**config.mk**
```make
export PLATFORM = sky130hd
export DESIGN_NAME = swbe_ram
export DESIGN_NICKNAME = d
export VERILOG_FILES = /design/src/hw/rtl/swbe_ram.sv
export SDC_FILE = /design/constraint.sdc
export NUM_CORES = 1
export LEC_CHECK = 0
export BUFFER_PORTS_ARGS = -buffer_cell sky130_fd_sc_hd__buf_4
export CORE_UTILIZATION = 65
export CTS_CLUSTER_SIZE = 24
export DETAILED_ROUTE_END_ITERATION = 8
export GPL_TIMING_DRIVEN = 1
export PLACE_DENSITY = 0.82
export SLEW_MARGIN = 10
export SYNTH_ARGS = -nofsm -noshare
export SYNTH_HDL_FRONTEND = slang
export SYNTH_SLANG_ARGS = --single-unit
```
**constraint.sdc**
```tcl
create_clock -name clk -period 3.3 [get_ports clk]
set_input_delay 0.33 -clock clk [delete_from_list [all_inputs] [get_ports clk]]
set_output_delay 0.33 -clock clk [all_outputs]
set_load 0.05 [all_outputs]
```
**src/hw/rtl/swbe_ram.sv**
```systemverilog
module swbe_ram #(
	parameter int WIDTH = 8,
	parameter int DEPTH = 16
) (
	input  logic                     clk,
	input  logic                     we,
	input  logic [$clog2(DEPTH)-1:0] waddr,
	input  logic [WIDTH-1:0]         wdata,
	input  logic [$clog2(DEPTH)-1:0] raddr,
	output logic [WIDTH-1:0]         rdata
);

	logic [WIDTH-1:0] mem [DEPTH];

	always_ff @(posedge clk) begin
		if (we) begin
			mem[waddr] <= wdata;
		end
		rdata <= mem[raddr];
	end

endmodule

```
Yosys cells after proc, flatten, opt, wreduce, memory -nomap -nowiden
Memories as Yosys holds them, arrays and structs flattened. A register that Yosys moved wholly into a read port is not among the register bits. Cells that the tools add are included.

Multiplexer cells: 2.

Operators with widths (number): $mux 1 (2).

Register bits after elaboration: 0. RAM bits: 128. Input bits: 18. Output and inout port bits: 8. Logic and storage cells: 3. Memories kept: 1.

Memories: mem (words 16, width 8, rd ports 1, clocked after Yosys merged registers in 1, write ports 1, RTL line 13) `logic [WIDTH-1:0] mem [DEPTH];`.

Longest topological paths before layout
Depth after elaboration: 2. Mapped depth: 5. Mapped depth without buffers: 3.

Worst setup path before layout
Ideal clock, no wire load.

Kind: in2reg. From: input port waddr[2]. To: memory mem[0][0] (enable). Setup time: 0.383 ns. Arrival: 1.440 ns. Data required time: 2.917 ns. Path slack: 1.477 ns. Stages: 2. Buffers on the path: 0. Cells stage by stage: or3b_2 > nor3_1.

RTL lines: start, declared (RTL line 7) `input logic [$clog2(DEPTH)-1:0] waddr,`; end, declared (RTL line 13).

No word-level cell before the write port.

Worst setup path in the final report
From: input port waddr[2]. To: memory mem[1][3] (enable).

No word-level cell before the write port.

==> summary.md <==
| Metric | Value |
|---|---|
| Setup tns final | `0 ns` |
| Global placer's final weighted congestion | `0.793` |
| Clock-pin slew on the worst setup and hold paths | `0.06 ns` |
| Crit end category | `flop` |
| Final Util | `0.782` |
| DPL Wire Length | `5.65 mm` |
| Hold Path Class | `in -> reg` |
| Cell row count | `32` |
| Final setup violation count | `0` |
| Syn avg cell area | `22.5 um^2` |
| Core area | `0.00769 mm^2` |
| Diode count | `0` |
| Drt first pass iters | `5` |
| Worst-margin pin slew | `0.998 ns` |
| Largest net degree at the start of global routing | `33` |
| Sequential share of power | `0.475` |
| Ports | `26` |
| Post-Syn Area | `0.00515 mm^2` |
| Switching Fraction | `0.205` |
| Area leader, netlist | `edfxtp_1` |
| Initial Util | `0.670` |
| Layout area overhead | `16.8%` |
| Commonest non-fill, non-tap cells in the layout | `edfxtp_1 (128), buf_4 (28), mux4_2 (18), a22oi_1 (16), clkbuf_16 (16)` |
| Number of global-route vias before repair | `approximately 2,400` |
| Skew-Pair Late Insertion Delay | `between 0.5 and 0.6 ns` |
| FF+latch area | `0.00400 mm^2` |
| Drt wl/cell | `26.6 um` |
| P per Cell Area | `682 mW/mm^2` |
| Overall routing resource usage | `0.274` |
| Top-area cell type share of the netlist area | `0.747` |
| Skew final | `roughly 0.0064 ns` |
| Die Wd | `91.0 um` |
| Internal power | `3.26 mW` |
| Area of the multi-input gates | `0.00106 mm^2` |
| Comb pwr share | `0.053` |
| Synth Instances | `~230` |
| Detail Route Antenna Nets | `0` |
| NumNets Final | `284` |
| Tmin final | `1.57 ns` |
| Ys flop type | `edfxtp_1` |
| Setup WS pre-CTS | `1.23 ns` |
| Fin crit share | `0.477` |
| Yosys reg bits | `136` |
| H-tree levels | `4` |
| Pleak | `2.03 nW` |
| Setup bufs post-CTS | `0` |
| Net Count, Synth | `247` |
| Filler cells | `between 300 and 400` |
| Result of the run | `complete, no violations` |
| Syn. warnings | `0` |
| CTS Sinks | `~140` |
| Synth top area cells | `edfxtp_1 (75%), mux4_2 (7.9%), mux4_1 (7.1%)` |
| Drt initial violations | `roughly 250` |
| Hold_buf cts | `0` |
| Commonest non-fill, non-tap cell in the layout | `edfxtp_1` |
| CP Class | `in -> reg` |
| Total grt overflow | `0` |
| Power, Total | `4.10 mW` |
| Post-synth ARST share | `0` |
| Vias | `2,465` |
| RSZ-0062 raised after global routing | `no` |
| CTS tree | `built` |
| Hold Fails Final Rpt | `0` |
| Worst VDD drop | `~0.00037 V` |
| Max Slew Vio Count | `0` |
| Hold Crit Start | `wdata[3]` |
| Clk root buf | `clkbuf_8` |
| Port Buf Inserts | `25` |
| Critical Path RT | `around 3.4 ns` |
| Net Switching | `841 uW` |
| Crit Reg-Reg Startpoint | `mem[2][2]` |
| Antenna violations before repair | `0` |
| Residual DRC count | `0` |
| Clock share of power | `0.471` |
| Crit path max fanout | `8` |
| First-pass GRT wire length | `15.1 mm` |
| Post-CTS Resized | `0` |
| Die ar. | `0.00828 mm^2` |
| Worst hold slack | `0.118 ns` |
| Final WL | `10.1 mm` |
| Inserted Clock Buffers | `17` |
| Relative slew slack | `0.332` |
| Maximum clock insertion buffer count | `2` |
| Worst Setup SP | `waddr[2]` |
| Post-synth EDFFs | `128` |
| Die height | `just over 90 um` |
| Layout cells sized above 1 | `0.280` |
| Vias per cell | `6.47` |
| Synth unique cells | `19` |
| Worst setup SP type | `input port` |
| Highest clock rate | `~0.64 GHz` |
| Max cap viols | `0` |
| Setup ws final | `1.73 ns` |
| Worst EP arrival | `1.71 ns` |
| Sequential share of the synthesized area | `0.778` |
-- layout make-up --
cell class / count / share of cell area
Clock buffer: 20 / 0.0724
Clock inverter: 12 / 0.0291
Multi-Input combinational cell: 83 / 0.177
Sequential cell: 136 / 0.666
Tap cell: 102 / 0.0212
Timing Repair Buffer: 28 / 0.0349
-- synth_stat cells, types with 2 or more instances --
cell type / count
edfxtp_1: 128
mux4_2: 18
a22oi_1: 16
mux4_1: 14
nor2_1: 13
nand2_1: 9
dfxtp_1: 8
nor3_1: 4
buf_2: 3
buf_6: 3
clkdlybuf4s25_2: 3
nand2b_1: 2
nand3b_1: 2
-- power by group through the flow --
stage	logic, mW	registers [mW]	clock network (mW)
after floorplan	0.0980	2.02	0
after global placement	0.214	1.98	0
after detailed placement	0.216	1.98	0
after CTS	0.219	1.95	1.95
after global routing	0.232	1.95	2.02
final	0.219	1.95	1.93
-- path summary, 6_finish.rpt --
| path | endpoint | slack (ns) | cells past startpoint |
|---|---|---|---|
| setup reg to reg | rdata[2] | 1.85 | 3 |
| setup / recovery | mem[1][3] | 1.73 | 3 |
| hold reg to reg | rdata[0] | 0.68 | 3 |
| hold / removal | mem[15][3] | 0.12 | 1 |
-- metal layers --
layer,share of wire,vias up,track usage
met1,0.41,1263,0.401
li1,-,1045,-
met4,0.026,0,0.119
met5,0,-,0
met2,0.49,135,0.403
met3,0.079,22,0.0670
-- cell families after synthesis --
| logic type | synth area share |
|---|---|
| DFF | 0.778 |
| and+or+nand+nor | 0.0318 |
| muxes | 0.150 |
| AOI/OAI and AO/OA | 0.0233 |
| buffers and inverters | 0.0168 |
-- worst max-delay path, cell delays in order --
cell and delay (ns):
buf_4 0.12, or3b_2 0.51, nor2_1 0.75
-- registers in the layout (all words and copies together), names as in the netlist --
signal  cells
mem       128
rdata       8
-- metrics by stage --
step                instance area [um^2]  cells
floorplan                           5150    229
global route                        6010    381
CTS                                 6010    381
detailed placement                  5400    349
finish                              6010    381
global placement                    5400    349
(Power assumes the default switching activity.)
