## src/hw/rtl/swbe_pkg.sv

```systemverilog
package swbe_pkg;

	localparam int unsigned DATA_W = 64;
	localparam int unsigned SW_W   = 48;

	// action codes
	localparam logic [1:0] ACT_ACC_FIRST  = 2'd0;
	localparam logic [1:0] ACT_ACC_SECOND = 2'd1;
	localparam logic [1:0] ACT_FINALIZE   = 2'd2;
	localparam logic [1:0] ACT_NONE       = 2'd3;

	// register indexes
	localparam logic [1:0] REG_GRAV_X = 2'd0;
	localparam logic [1:0] REG_GRAV_Y = 2'd1;
	localparam logic [1:0] REG_GRAV_Z = 2'd2;

	typedef struct packed {
		logic [SW_W-1:0]          sw;
		logic [DATA_W-1:0]        sp;
		logic [2:0][DATA_W-1:0]   sdd;
		logic [2:0][DATA_W-1:0]   svw;
	} row_t;

	function automatic logic [63:0] mag64(input logic [63:0] v);
		mag64 = v[63] ? (64'd0 - v) : v;
	endfunction

	function automatic logic [63:0] sat_add64(input logic [63:0] a, input logic [63:0] b);
		logic [63:0] s;
		s = a + b;
		if (a[63] == b[63] && s[63] != a[63])
			sat_add64 = a[63] ? {1'b1, 63'd0} : {1'b0, {63{1'b1}}};
		else
			sat_add64 = s;
	endfunction

	function automatic logic [31:0] sat32(input logic [63:0] v);
		if (!v[63] && v[62:31] != 32'd0)
			sat32 = {1'b0, {31{1'b1}}};
		else if (v[63] && v[62:31] != {32{1'b1}})
			sat32 = {1'b1, 31'd0};
		else
			sat32 = v[31:0];
	endfunction

endpackage

```

## src/hw/rtl/swbe_div.sv

```systemverilog
// (num << 16) / den, restoring, one quotient bit per cycle; magnitude clamped to 2^40.
module swbe_div (
	input  logic        clk,
	input  logic        arst_n,
	input  logic        start,
	input  logic [63:0] num,
	input  logic [47:0] den,
	output logic        done,
	output logic [41:0] res
);

	logic [79:0] dvd_q, quo_q;
	logic [47:0] den_q, rem_q;
	logic        neg_q, run_q;
	logic [6:0]  cnt_q;
	logic [48:0] trial;
	logic        qbit;
	logic [40:0] qmag;

	assign trial = {rem_q, dvd_q[79]};
	assign qbit  = (trial >= {1'b0, den_q});
	assign qmag  = (quo_q[79:40] != 40'd0) ? {1'b1, 40'd0} : quo_q[40:0];

	always_ff @(posedge clk or negedge arst_n) begin
		if (!arst_n) begin
			run_q <= 1'b0;
			done  <= 1'b0;
			cnt_q <= '0;
		end else begin
			done <= 1'b0;
			if (start) begin
				dvd_q <= {swbe_pkg::mag64(num), 16'd0};
				neg_q <= num[63];
				den_q <= den;
				rem_q <= '0;
				quo_q <= '0;
				cnt_q <= '0;
				run_q <= 1'b1;
			end else if (run_q) begin
				if (cnt_q != 7'd80) begin
					cnt_q <= cnt_q + 7'd1;
					dvd_q <= {dvd_q[78:0], 1'b0};
					quo_q <= {quo_q[78:0], qbit};
					rem_q <= qbit ? 48'(trial - {1'b0, den_q}) : trial[47:0];
				end else begin
					run_q <= 1'b0;
					done  <= 1'b1;
					res   <= neg_q ? (42'd0 - {1'b0, qmag}) : {1'b0, qmag};
				end
			end
		end
	end

endmodule
```

## config.mk

```make
export PLATFORM = sky130hd
export DESIGN_NAME = swbe_div
export DESIGN_NICKNAME = d
export VERILOG_FILES = /design/src/hw/rtl/swbe_pkg.sv /design/src/hw/rtl/swbe_div.sv
export SDC_FILE = /design/constraint.sdc
export NUM_CORES = 1
export LEC_CHECK = 0
export BUFFER_PORTS_ARGS = -buffer_cell sky130_fd_sc_hd__buf_2
export CAP_MARGIN = 30
export CORE_MARGIN = 5
export CORE_UTILIZATION = 52
export CTS_CLUSTER_SIZE = 20
export DETAILED_ROUTE_END_ITERATION = 16
export PLACE_DENSITY = 0.71
export SYNTH_ARGS = -nofsm -noshare
export SYNTH_HDL_FRONTEND = slang
export SYNTH_SLANG_ARGS = --single-unit
export TNS_END_PERCENT = 100
```

## constraint.sdc

```tcl
create_clock -name clk -period 9.6 [get_ports clk]
set_input_delay 0.96 -clock clk [delete_from_list [all_inputs] [get_ports clk]]
set_output_delay 0.96 -clock clk [all_outputs]
set_load 0.03 [all_outputs]
```

# --- Word level (Yosys, flattened, before mapping) ---
# Index checks and enable logic that the tools add are counted.
totals:
  input_bits: 115
  romBits: 0
  latch_bits: 0
  mem_count: 0
  mem_bits_rw: 0
  ff_bits: 308
  out_inout_bits: 43
op_classes:
  shift: 0
  n_addsub: 4
  multipliers: 0
  div_mod_pow: 0
  n_lt_le_gt_ge: 1
  mux: 20
  eq_ne: 1
  bitwise: 2
  n_reduce_logical: 7
op_table:
  columns: ["cell", "count"]
  rows:
  - ["80-bit two-way mux", 5]
  - ["48-bit two-way mux", 3]
  - ["41-bit two-way mux", 2]
  - ["64-bit two-way mux", 1]
  - ["1-bit by 64-bit subtractor with 64-bit output, first input constant", 1]
  - ["49-bit by 48-bit >= comparator with 1-bit output", 1]
  - ["48-bit subtractor", 1]
  - ["1-bit by 41-bit subtractor with 42-bit output, first input constant", 1]
  - ["40-bit nonzero test", 1]
  - ["7-bit two-way mux", 3]
  - ["7-bit by 1-bit adder with 7-bit output, second input constant", 1]
  - ["7-bit inequality test, second input constant", 1]
  - ["1-bit two-way mux", 6]
  - ["2-bit AND reduction", 2]
  - ["4-bit AND reduction", 1]
  - ["2-bit nonzero test", 2]
  - ["3-bit AND reduction", 1]
  - ["1-bit NOT", 2]

# --- Longest topological paths before layout ---
# Gate-level depths: netlist of the first run.
logic_depth:
  depth_word: 4
  ltp_mapped: 13
  depth_no_buf: 12

# --- Least setup slack after synthesis of the first run ---
# OpenSTA, ideal clock, no wires.
synth_timing:
  kind: "in2reg"
  from: "input start"
  to: "register dvd_q[16], enable pin"
  path_stages: 3
  required_time_ns: 9.107
  arrival_ns: 4.234
  setup_slack_ns: 4.873
  setup_time_ns: 0.493
  cell_sequence: "clkbuf_1 -> nor2_1 -> nor2b_1"
synth_between:
  elab_chain_len: 2
  elab_cells_between_ends: 3
  cone_classes: "3 x reduce/logical"
synth_lines:
  columns: ["item", "line", "text"]
  rows:
  - ["from (decl)", "swbe_div.sv:5", "input logic start,"]
  - ["2-bit nonzero test (no source line)", null, null]
  - ["3-bit AND reduction (no source line) *", null, null]
  - ["to (signal assigned)", "swbe_div.sv:32", "dvd_q <= {swbe_pkg::mag64(num), 16'd0};"]
  - ["to (signal assigned)", "swbe_div.sv:42", "dvd_q <= {dvd_q[78:0], 1'b0};"]
  - ["to (decl)", "swbe_div.sv:12", "logic [79:0] dvd_q, quo_q;"]
# Every way passes the cells marked *; elsewhere a longest branch is shown, timed or not.
# A chain may end at the register's enable or synchronous reset.

# --- Worst setup path in the final report of the first run ---
layout_timing:
  from: "input num[4]"
  to: "register dvd_q[76], data pin"
layout_between:
  elab_chain_len: 3
layout_lines:
  columns: ["item", "line", "text"]
  rows:
  - ["from (decl)", "swbe_div.sv:6", "input logic [63:0] num,"]
  - ["1-bit by 64-bit subtractor with 64-bit output", "swbe_pkg.sv:25", "mag64 = v[63] ? (64'd0 - v) : v;"]
  - ["64-bit two-way mux", "swbe_pkg.sv:25", null]
  - ["80-bit two-way mux", "swbe_div.sv:31", "if (start) begin"]
# No other way between the ends.

==> metrics.txt, run 1 <==
antenna violations before repair=1; clk slew on worst S/H paths=60 ps; classification of the worst setup path=in -> reg; die height=197 um; Clock H-tree levels=2; Slew @ Worst Pin=977 ps; Rel. slew slack=34.6%; XOR/XNOR Fraction of Synth Area=5.90%; Num CTS Buffers=35; Arr. time, crit path=4410 ps; hold buffer count at CTS=0; Synth Area in Compound Gates=18.2%; post-route minimum period=4140 ps; Final nets=2151; first-pass GRT wire length=69.2 mm; routed vias=14600; sequential cell area=9200 um^2; worst reg2reg path startpoint=rem_q[39]; area grow syn2layout=12.1%; worst hold endpoint=dvd_q[52]; Syn Nets=2064; post-synthesis sequential area ratio=50.4%; Die W=197 um; clk_lat worst skew=520 ps; dpl hpwl=28.7 mm; routed length per instance=17.1 um; PD cells=183 nW/um^2; Longest Clk Path Bufs=3; Setup Skew=17.8 ps; Post-Syn Area=18200 um^2; Crit. Startpoint=num[4]; Total Wirelength=42.2 mm; Peak Freq=242 MHz; final core occ=59.1%; mux contribution to synthesized area=0.549%; GRT overflow=0; I/O pins=158; Worst Path Required=9870 ps; Yosys cell types=64; vias in the first global route=13900; Initial DRT Pass Iterations=6; Worst Setup End Kind=register; Initial Utilization=52.7%; Core Box Area=34600 um^2; layout cell share with drive strength beyond 1=12.4%; vias per inst=5.92; post-synthesis instance total=1896; Maximum Capacitance Violations=0; largest net degree at the start of global routing=96; # DRC=0; # port buffers=157; Final Max Slew Viols=0; Setup TNS=0 ps; RSZ-0062 raised after global routing=no; fill cell count=2992; final hold violations=0; Seq cells post-synth=308; Setup-failing EPs final=0; Iteration-0 DRC Markers=1254; Post-synth EDFFs=299; outcome=finished, final reports clean; Multi-input gate area=8350 um^2; r2r setup slk=5530 ps; CTS sink count=308; routability congestion estimate=0.910; Std-Cell Rows=68; Post-CTS Setup Bufs=0; CTS tree=yes; FFs w/ async S/R, synth=2.92%; Leak=7.71 nW; fin crit share=43.1%; Worst VDD drop=0.153 mV; synthesized-area fraction occupied by and/or/nand/nor cells=17.2%; Reg2Reg Depth=10; Adder-Cell Fraction of Synth Area=3.68%; GRT Total Usage=21.0%; crit path max fanout=6; post-route antenna net violation count=0; WHS Path Cells=1; main combinational cell family by area after synthesis=compound AO/OA/AOI/OAI gates; worst min-delay path class=reg -> reg; min-delay src=dvd_q[51]; Die ar.=38900 um^2; Worst R2R End=rem_q[42]; Root Buffer Master=clkbuf_16; Yosys Warn Count=0; CP Launch Type=primary input; post_cts resized=0; Synth Flop Type=edfxtp_1; Avg Cell Area, Syn=9.62 um^2
-- worst max-delay path by stage --
| stage | end | slack, ps | cells past startpoint |
|---|---|---|---|
| 6_report | dvd_q[76] | 5460 | 10 |
| 5_1_grt | dvd_q[76] | 5180 | 10 |
| 4_1_cts | dvd_q[76] | 5510 | 10 |
| 3_5_place_dp | dvd_q[76] | 4980 | 10 |
| 3_3_place_gp | dvd_q[76] | 5130 | 10 |
| 2_1_floorplan | dvd_q[16] | 4870 | 3 |
-- critical path, stage by stage --
cell	delay [ps]
buf_2	120
nor4_1	640
nand4_1	450
or4_1	660
or3_1	360
or4_4	440
or3_4	360
o21ai_2	140
xnor2_1	90
a22o_1	190
-- per-layer routing --
metal	vias up	share of wire, %	global-route usage (%)
met1	6919	44	29.4
met3	84	6.2	3.22
met5	-	0	0
met4	0	2.6	5.98
met2	461	47	34.4
li1	7131	-	-
-- layout by cell type, fill, tap and decap left out, types with 29 or more instances in the layout --
cell / Yosys / layout
a211oi_1: 38 / 38
a21o_1: 29 / 29
a21oi_1: 167 / 167
buf_2: 1 / 155
clkbuf_16: 0 / 36
edfxtp_1: 299 / 299
ha_1: 52 / 52
inv_1: 74 / 74
nand2_1: 378 / 377
nor2_1: 117 / 116
nor3_1: 40 / 39
o21ai_0: 96 / 96
o31ai_1: 29 / 29
xnor2_1: 83 / 83
xor2_1: 40 / 40
-- layout make-up --
class	instances	share of cell area (%)
Clock inverter	15	0.814
Clock buffer	48	4.63
Tap cell	455	2.78
Timing Repair Buffer	172	4.58
Inverter	74	1.36
Antenna cell	1	0.0122
Sequential cell	308	45.0
Multi-Input combinational cell	1392	40.8
-- cells in the mapped netlist (all sizes together), types with 6 or more instances --
library cell  number  area [um^2]
nand2            378         1420
edfxtp           299         8980
a21oi            167          836
nor2             117          439
clkbuf           111          417
o21ai             99          503
xnor2             83          727
inv               74          278
ha                52          651
nor3              40          200
xor2              40          350
a211oi            38          285
o31ai             32          255
a21o              29          218
a22o              27          236
nand4             25          156
nor4              23          144
or3               23          154
a311oi            21          184
a31oi             18          113
or4               15          135
nand3             14         70.1
o21bai            13         97.6
o41ai             12          105
buf               11         42.5
mux2i             10          100
dfrtp              9          225
nand2b             9         63.8
nor2b              9         56.3
and3               8         50.1
o21a               8         60.1
nand3b             7         52.6
a221oi             6         52.6
a31o               6         52.6
and2               6         37.5
-- state kept, by name, indices dropped and copies added, names as in the netlist --
name and flops:
cnt_q 7, rem_q 48, dvd_q 80, done 1, run_q 1, neg_q 1
res 42, quo_q 80, den_q 48
-- where the power goes --
| group | total [W] | internal (W) | switching (W) |
|---|---|---|---|
| Combinational | 0.000770 | 0.000315 | 0.000455 |
| Clock | 0.00131 | 0.000774 | 0.000531 |
| Sequential | 0.00167 | 0.00160 | 0.0000665 |
| Total | 0.00374 | 0.00269 | 0.00105 |
-- through the flow --
| stage | total power, W | instance area, um^2 | hold slack [ps] | cells | worst slack (ps) |
|---|---|---|---|---|---|
| after floorplan | 0.00225 | 18200 | 496 | 1896 | 4870 |
| after global placement | 0.00244 | 19300 | 524 | 2399 | 5130 |
| after detailed placement | 0.00246 | 19300 | 527 | 2400 | 4980 |
| after CTS | 0.00378 | 20400 | 545 | 2463 | 5510 |
| after global routing | 0.00393 | 20500 | 552 | 2465 | 5180 |
| final | 0.00374 | 20500 | 543 | 2465 | 5460 |
-- cell families (layout without fill, tap and decap cells) --
| kind of cell | count (synthesis) | in the layout |
|---|---|---|
| xor+xnor | 123 | 123 |
| buf+inv | 196 | 309 |
| fa+ha+maj | 53 | 53 |
| simple gates | 693 | 693 |
| compound gates | 513 | 513 |
| flops | 308 | 308 |
| other cells | 0 | 1 |
| mux | 10 | 10 |
(Power assumes the default switching activity.)
==> run 2, diff against run 1 <==
Settings changed: PLACE_DENSITY 0.71 to 0.74.
Clock period 9.6 ns to 3.8 ns, I/O delays scaled along.
==> run 2 against run 1 <==
  * Non-clock buffer count rose by 33
  * Via count is 0.29% higher
  * Count of clock-buffer cells in the layout is 7 lower
  * Sequential cell count is the same
  * Clock power increased to 2.6 times the previous value
  * Critical path depth rose by 1
  * Sequential power increased to 2.5 times the previous value
  * Hold slack lost 500 ps
  * Wire length rose by 0.58%
  * Clock skew is 2.8 ps lower
==> metrics.txt, run 2 (synthesized netlist as in run 1, its figures left out) <==
post-route minimum period=3490 ps; routability congestion estimate=0.904; vias per inst=5.86; area grow syn2layout=13.6%; GRT Total Usage=21.0%; vias in the first global route=13900; critical path's largest stage delay=460 ps; Setup Skew=15.0 ps; commonest non-fill, non-tap cells in the layout=nand2_1, edfxtp_1, a21oi_1, buf_2, nor2_1; post_cts resized=0; min-delay src=den[40]; worst reg2reg path startpoint=rem_q[39]; Final Max Slew Viols=0; layout cell share with drive strength beyond 1=14.2%; Post-CTS Setup Bufs=0; GRT overflow=0; first-pass GRT wire length=69.0 mm; final hold violations=0; CP Launch Type=register; Worst Setup End Kind=register; Most common cell on crit path=a21oi_1; Longest Clk Path Bufs=3; Critical-path top delay cell=edfxtp_1; hold buffer count at CTS=0; clk_lat worst skew=510 ps; dpl hpwl=29.3 mm; top cell family by delay on the critical path=compound AO/OA/AOI/OAI gates; Die W=197 um; routed length per instance=17.0 um; antenna violations before repair=0; hold slack=42.1 ps; Setup-failing EPs final=0; worst path cell trace=ha_1 -> a21oi_1 -> o21ai_0 -> a21oi_1 -> o211ai_1 -> a31o_2 -> a31oi_4 -> buf_4 -> nor2_1 -> a211oi_1 -> nor3_1; fin crit share=91.7%; top flop regs=dvd_q (80), quo_q (80); Initial Utilization=52.7%; Die ar.=38900 um^2; Crit. Startpoint=rem_q[39]; worst min-delay path class=in -> reg; clk slew on worst S/H paths=60 ps; Total Wirelength=42.4 mm; Rel. slew slack=29.7%; largest net degree at the start of global routing=86; PD cells=467 nW/um^2; final core occ=59.8%; Peak Freq=287 MHz; Worst VDD drop=0.338 mV; Iteration-0 DRC Markers=1277; crit path max fanout=18; fill cell count=2918; Core Box Area=34600 um^2; outcome=finished, final reports clean; CTS sink count=308; Clock H-tree levels=2; Initial DRT Pass Iterations=5; Leak=8.22 nW; Num CTS Buffers=35; Arr. time, crit path=3710 ps; PnR Total Power=0.00967 W; RSZ-0062 raised after global routing=no; # DRC=0; most common library cell in the layout ignoring fill and taps=nand2_1; # port buffers=157; routed vias=14600; Maximum Capacitance Violations=0; Slew @ Worst Pin=1050 ps; CP bufs+invs=1; Root Buffer Master=clkbuf_16; Std-Cell Rows=68; post-route antenna net violation count=0; Final nets=2184; Worst Path Required=4030 ps; classification of the worst setup path=reg -> reg; die height=197 um; I/O pins=158; Setup TNS=0 ps; CTS tree=yes
## run 2: cell count changes in the layout (fill, tap and decap cells not counted)
cell / delta
clkinv_1: -2
bufinv_16: +3
clkinvlp_4: -1
clkinv_8: -1
clkbuf_1: -6
clkinv_4: +2
buf_4: +35
clkbuf_16: -1
buf_12: -2
clkinv_2: +4
## run 2: path summary, 6_finish.rpt
kind / to / slack [ps] / cells past startpoint
max: rem_q[8] / 310 / 11
min: den_q[40] / 40 / 1
max reg2reg: rem_q[8] / 310 / 11
min reg2reg: dvd_q[74] / 540 / 1
max in group asynchronous: cnt_q[4] / 2870 / 2
min in group asynchronous: run_q / 480 / 2
## run 2: where the power goes
part	internal, W	switching [W]
clock	0.00210	0.00135
combinational	0.000836	0.00116
sequential	0.00404	0.000172
## run 2: worst register-to-register path, cell delays in order, from the launching register on
cell	delay [ps]
edfxtp_1	460
ha_1	460
a21oi_1	260
o21ai_0	130
a21oi_1	280
o211ai_1	160
a31o_2	300
a31oi_4	410
buf_4	320
nor2_1	80
a211oi_1	290
nor3_1	80
## run 2: area by class of cell
cell class | instances | area [um^2] | share of cell area, %
Inverter | 74 | 278 | 1.34
Clock buffer | 41 | 898 | 4.34
Timing Repair Buffer | 205 | 1160 | 5.59
Clock inverter | 20 | 263 | 1.27
Multi-Input combinational cell | 1392 | 8350 | 40.3
Antenna cell | 1 | 2.50 | 0.0121
Sequential cell | 308 | 9200 | 44.4
Tap cell | 455 | 569 | 2.75
## run 2: metrics by stage
stage | setup WS (ps) | instances | area, um^2
4_1_cts | 306 | 2495 | 20700
3_5_place_dp | -80.3 | 2434 | 19600
2_1_floorplan | 211 | 1896 | 18300
5_1_grt | 52.5 | 2495 | 20700
6_report | 314 | 2496 | 20700
3_3_place_gp | -28.0 | 2434 | 19600
## run 2: per-layer routing
metal	up-vias	share of wire, %	GRT usage, %
met5	-	0	0
met4	0	2.3	5.44
met3	68	5.8	3.14
met2	428	47	34.6
met1	6955	44	29.5
li1	7187	-	-
==> run 3, diff against run 2 <==
--- a/config.mk
+++ b/config.mk
@@ -9,2 +9,3 @@
 export CAP_MARGIN = 30
+export CORE_ASPECT_RATIO = 0.8
 export CORE_MARGIN = 5
==> constraint.sdc (replaced) <==
create_clock -name clk -period 3.8 [get_ports clk]
set_input_delay 0.19 -clock clk [delete_from_list [all_inputs] [get_ports clk]]
set_output_delay 0.19 -clock clk [all_outputs]
set_load 0.03 [all_outputs]
==> run 3 against run 2 <==
  * Sequential power about the same
  * Via count is 3.2% higher
  * Critical path depth unchanged
  * Die area about the same
  * Hold slack better by 19 ps
  * Combinational power rose by 4%
  * Critical endpoint is now rem_q[42]
  * Largest cell class unchanged
  * Largest power group unchanged
  * Highest routed layer unchanged
==> metrics.txt, run 3 (synthesized netlist as in run 1, its figures left out) <==
outcome=finished, final reports clean; worst hold endpoint=dvd_q[16]; dpl hpwl=30.3 mm; Die ar.=39000 um^2; final std cells w/o fill=2546; fill cell count=2892; Reg2Reg Depth=11; sequential cell area=9200 um^2; Core Box Area=34700 um^2; routability congestion estimate=0.949; largest net degree at the start of global routing=121; fin crit share=97.0%; post-route antenna net violation count=0; final hold violations=0; Worst Setup End Kind=register; hold slack=61.0 ps; Initial DRT Pass Iterations=5; Iteration-0 DRC Markers=1607; most common library cell in the layout ignoring fill and taps=nand2_1; clk slew on worst S/H paths=70 ps; PD cells=466 nW/um^2; Final nets=2216; Leak=8.39 nW; post-route minimum period=3680 ps; Std-Cell Rows=61; WHS Path Cells=3; Longest Clk Path Bufs=3; Arr. time, crit path=4050 ps; routed length per instance=17.8 um; clk_lat worst skew=520 ps; worst min-delay path class=in -> reg; GRT Total Usage=22.8%; worst path cell trace=ha_1 -> nor2b_1 -> o311ai_0 -> a31oi_1 -> buf_4 -> a221o_1 -> a41o_1 -> a41oi_2 -> nor2_1 -> a311o_1 -> o22ai_1; Slew @ Worst Pin=1020 ps; cell area after layout=21200 um^2; Root Buffer Master=clkbuf_16; top flop regs=dvd_q (80), quo_q (80); Rel. slew slack=31.9%; Setup Skew=22.9 ps; Initial Utilization=52.5%; Critical-path top delay cell=o311ai_0; critical path's largest stage delay=460 ps; Final Max Slew Viols=0; area grow syn2layout=16.4%; Setup-failing EPs final=0; Worst R2R End=rem_q[42]; layout cell share with drive strength beyond 1=13.4%; dpl cells=2433; Maximum Capacitance Violations=0; CP Launch Type=register; antenna violations before repair=1; DP Area=19500 um^2; Total Wirelength=45.2 mm; CTS sink count=308; # DRC=0; Worst Path Required=4160 ps; crit path max fanout=5; first-pass GRT wire length=73.5 mm; GRT overflow=0; r2r setup slk=120 ps; vias in the first global route=14100; # port buffers=157; Multi-input gate area=8360 um^2; Peak Freq=271 MHz; Worst VDD drop=0.302 mV; Die W=219 um; vias per inst=5.93; classification of the worst setup path=reg -> reg; min-delay src=num[0]; CTS tree=yes; routed vias=15100; die height=178 um; Num CTS Buffers=34; commonest non-fill, non-tap cells in the layout=nand2_1, edfxtp_1, a21oi_1, buf_2, nor2_1; worst reg2reg path startpoint=rem_q[1]; Clock H-tree levels=2; I/O pins=158
## run 3: cell types whose count changed in the layout (fill, tap and decap cells not counted), moves of 2 or more
cell | previous run | this run
dlygate4sd3_1 | 0 | 49
buf_4 | 48 | 27
buf_12 | 0 | 5
clkbuf_1 | 6 | 2
clkinvlp_4 | 2 | 5
bufinv_16 | 6 | 8
clkinv_2 | 6 | 4
## run 3: area by class of cell
class                   count  share of cell area [%]
multi-input cells        1392                    39.3
clock inverters            24                    1.60
diodes                      1                  0.0118
well taps                 472                    2.78
clock buffers              37                    4.16
flip-flops and latches    308                    43.3
repair buffers            238                    7.49
inverters                  74                    1.31
## run 3: through the flow
step / utilization [%] / worst slack [ps] / total power, W / TNS, ps
after floorplan: - / 401 / 0.00568 / 0
after global routing: 61.2 / -151 / 0.0104 / -300
after global placement: 56.1 / 184 / 0.00621 / 0
final: 61.2 / 115 / 0.00990 / 0
after detailed placement: 56.1 / 104 / 0.00627 / 0
after CTS: 61.1 / 84.7 / 0.00993 / 0
## run 3: critical path: cells and delay by family, from the launching register on
family                     cells  cell delay, ps
buffers and inverters          1             180
AOI/OAI and AO/OA              7            2330
adders and majority gates      1             350
and+or+nand+nor                2             250
DFF                            1             410
## run 3: layer usage
metal	vias to the layer above	track usage (%)	routed length [um]
li1	7271	-	-
met1	7172	35.5	21400
met2	601	33.5	19500
met3	66	3.89	3550
met4	0	4.68	798
met5	-	0	0
## run 3: timing repair
action | 4_1_cts | 5_1_grt
resized for setup | 0 | 2
hold endpoints to repair | 57 | 0
endpoints found under the setup margin | 0 | 3
hold buffers | 49 | 0
setup buffers | 0 | 1
## run 3: worst max-delay path by stage
stage	endpoint	slack [ps]	start
floorplan	dvd_q[72]	400	num[30]
global placement	dvd_q[72]	180	num[30]
detailed placement	rem_q[38]	100	rem_q[1]
CTS	rem_q[38]	80	rem_q[1]
global route	rem_q[42]	-150	rem_q[1]
finish	rem_q[42]	120	rem_q[1]
## run 3: power by group
part           leakage (nW)  internal (W)  total, W  switching [W]
clock                 0.583       0.00224   0.00360        0.00137
combinational          4.64      0.000864   0.00208        0.00122
sequential             3.17       0.00404   0.00422       0.000175
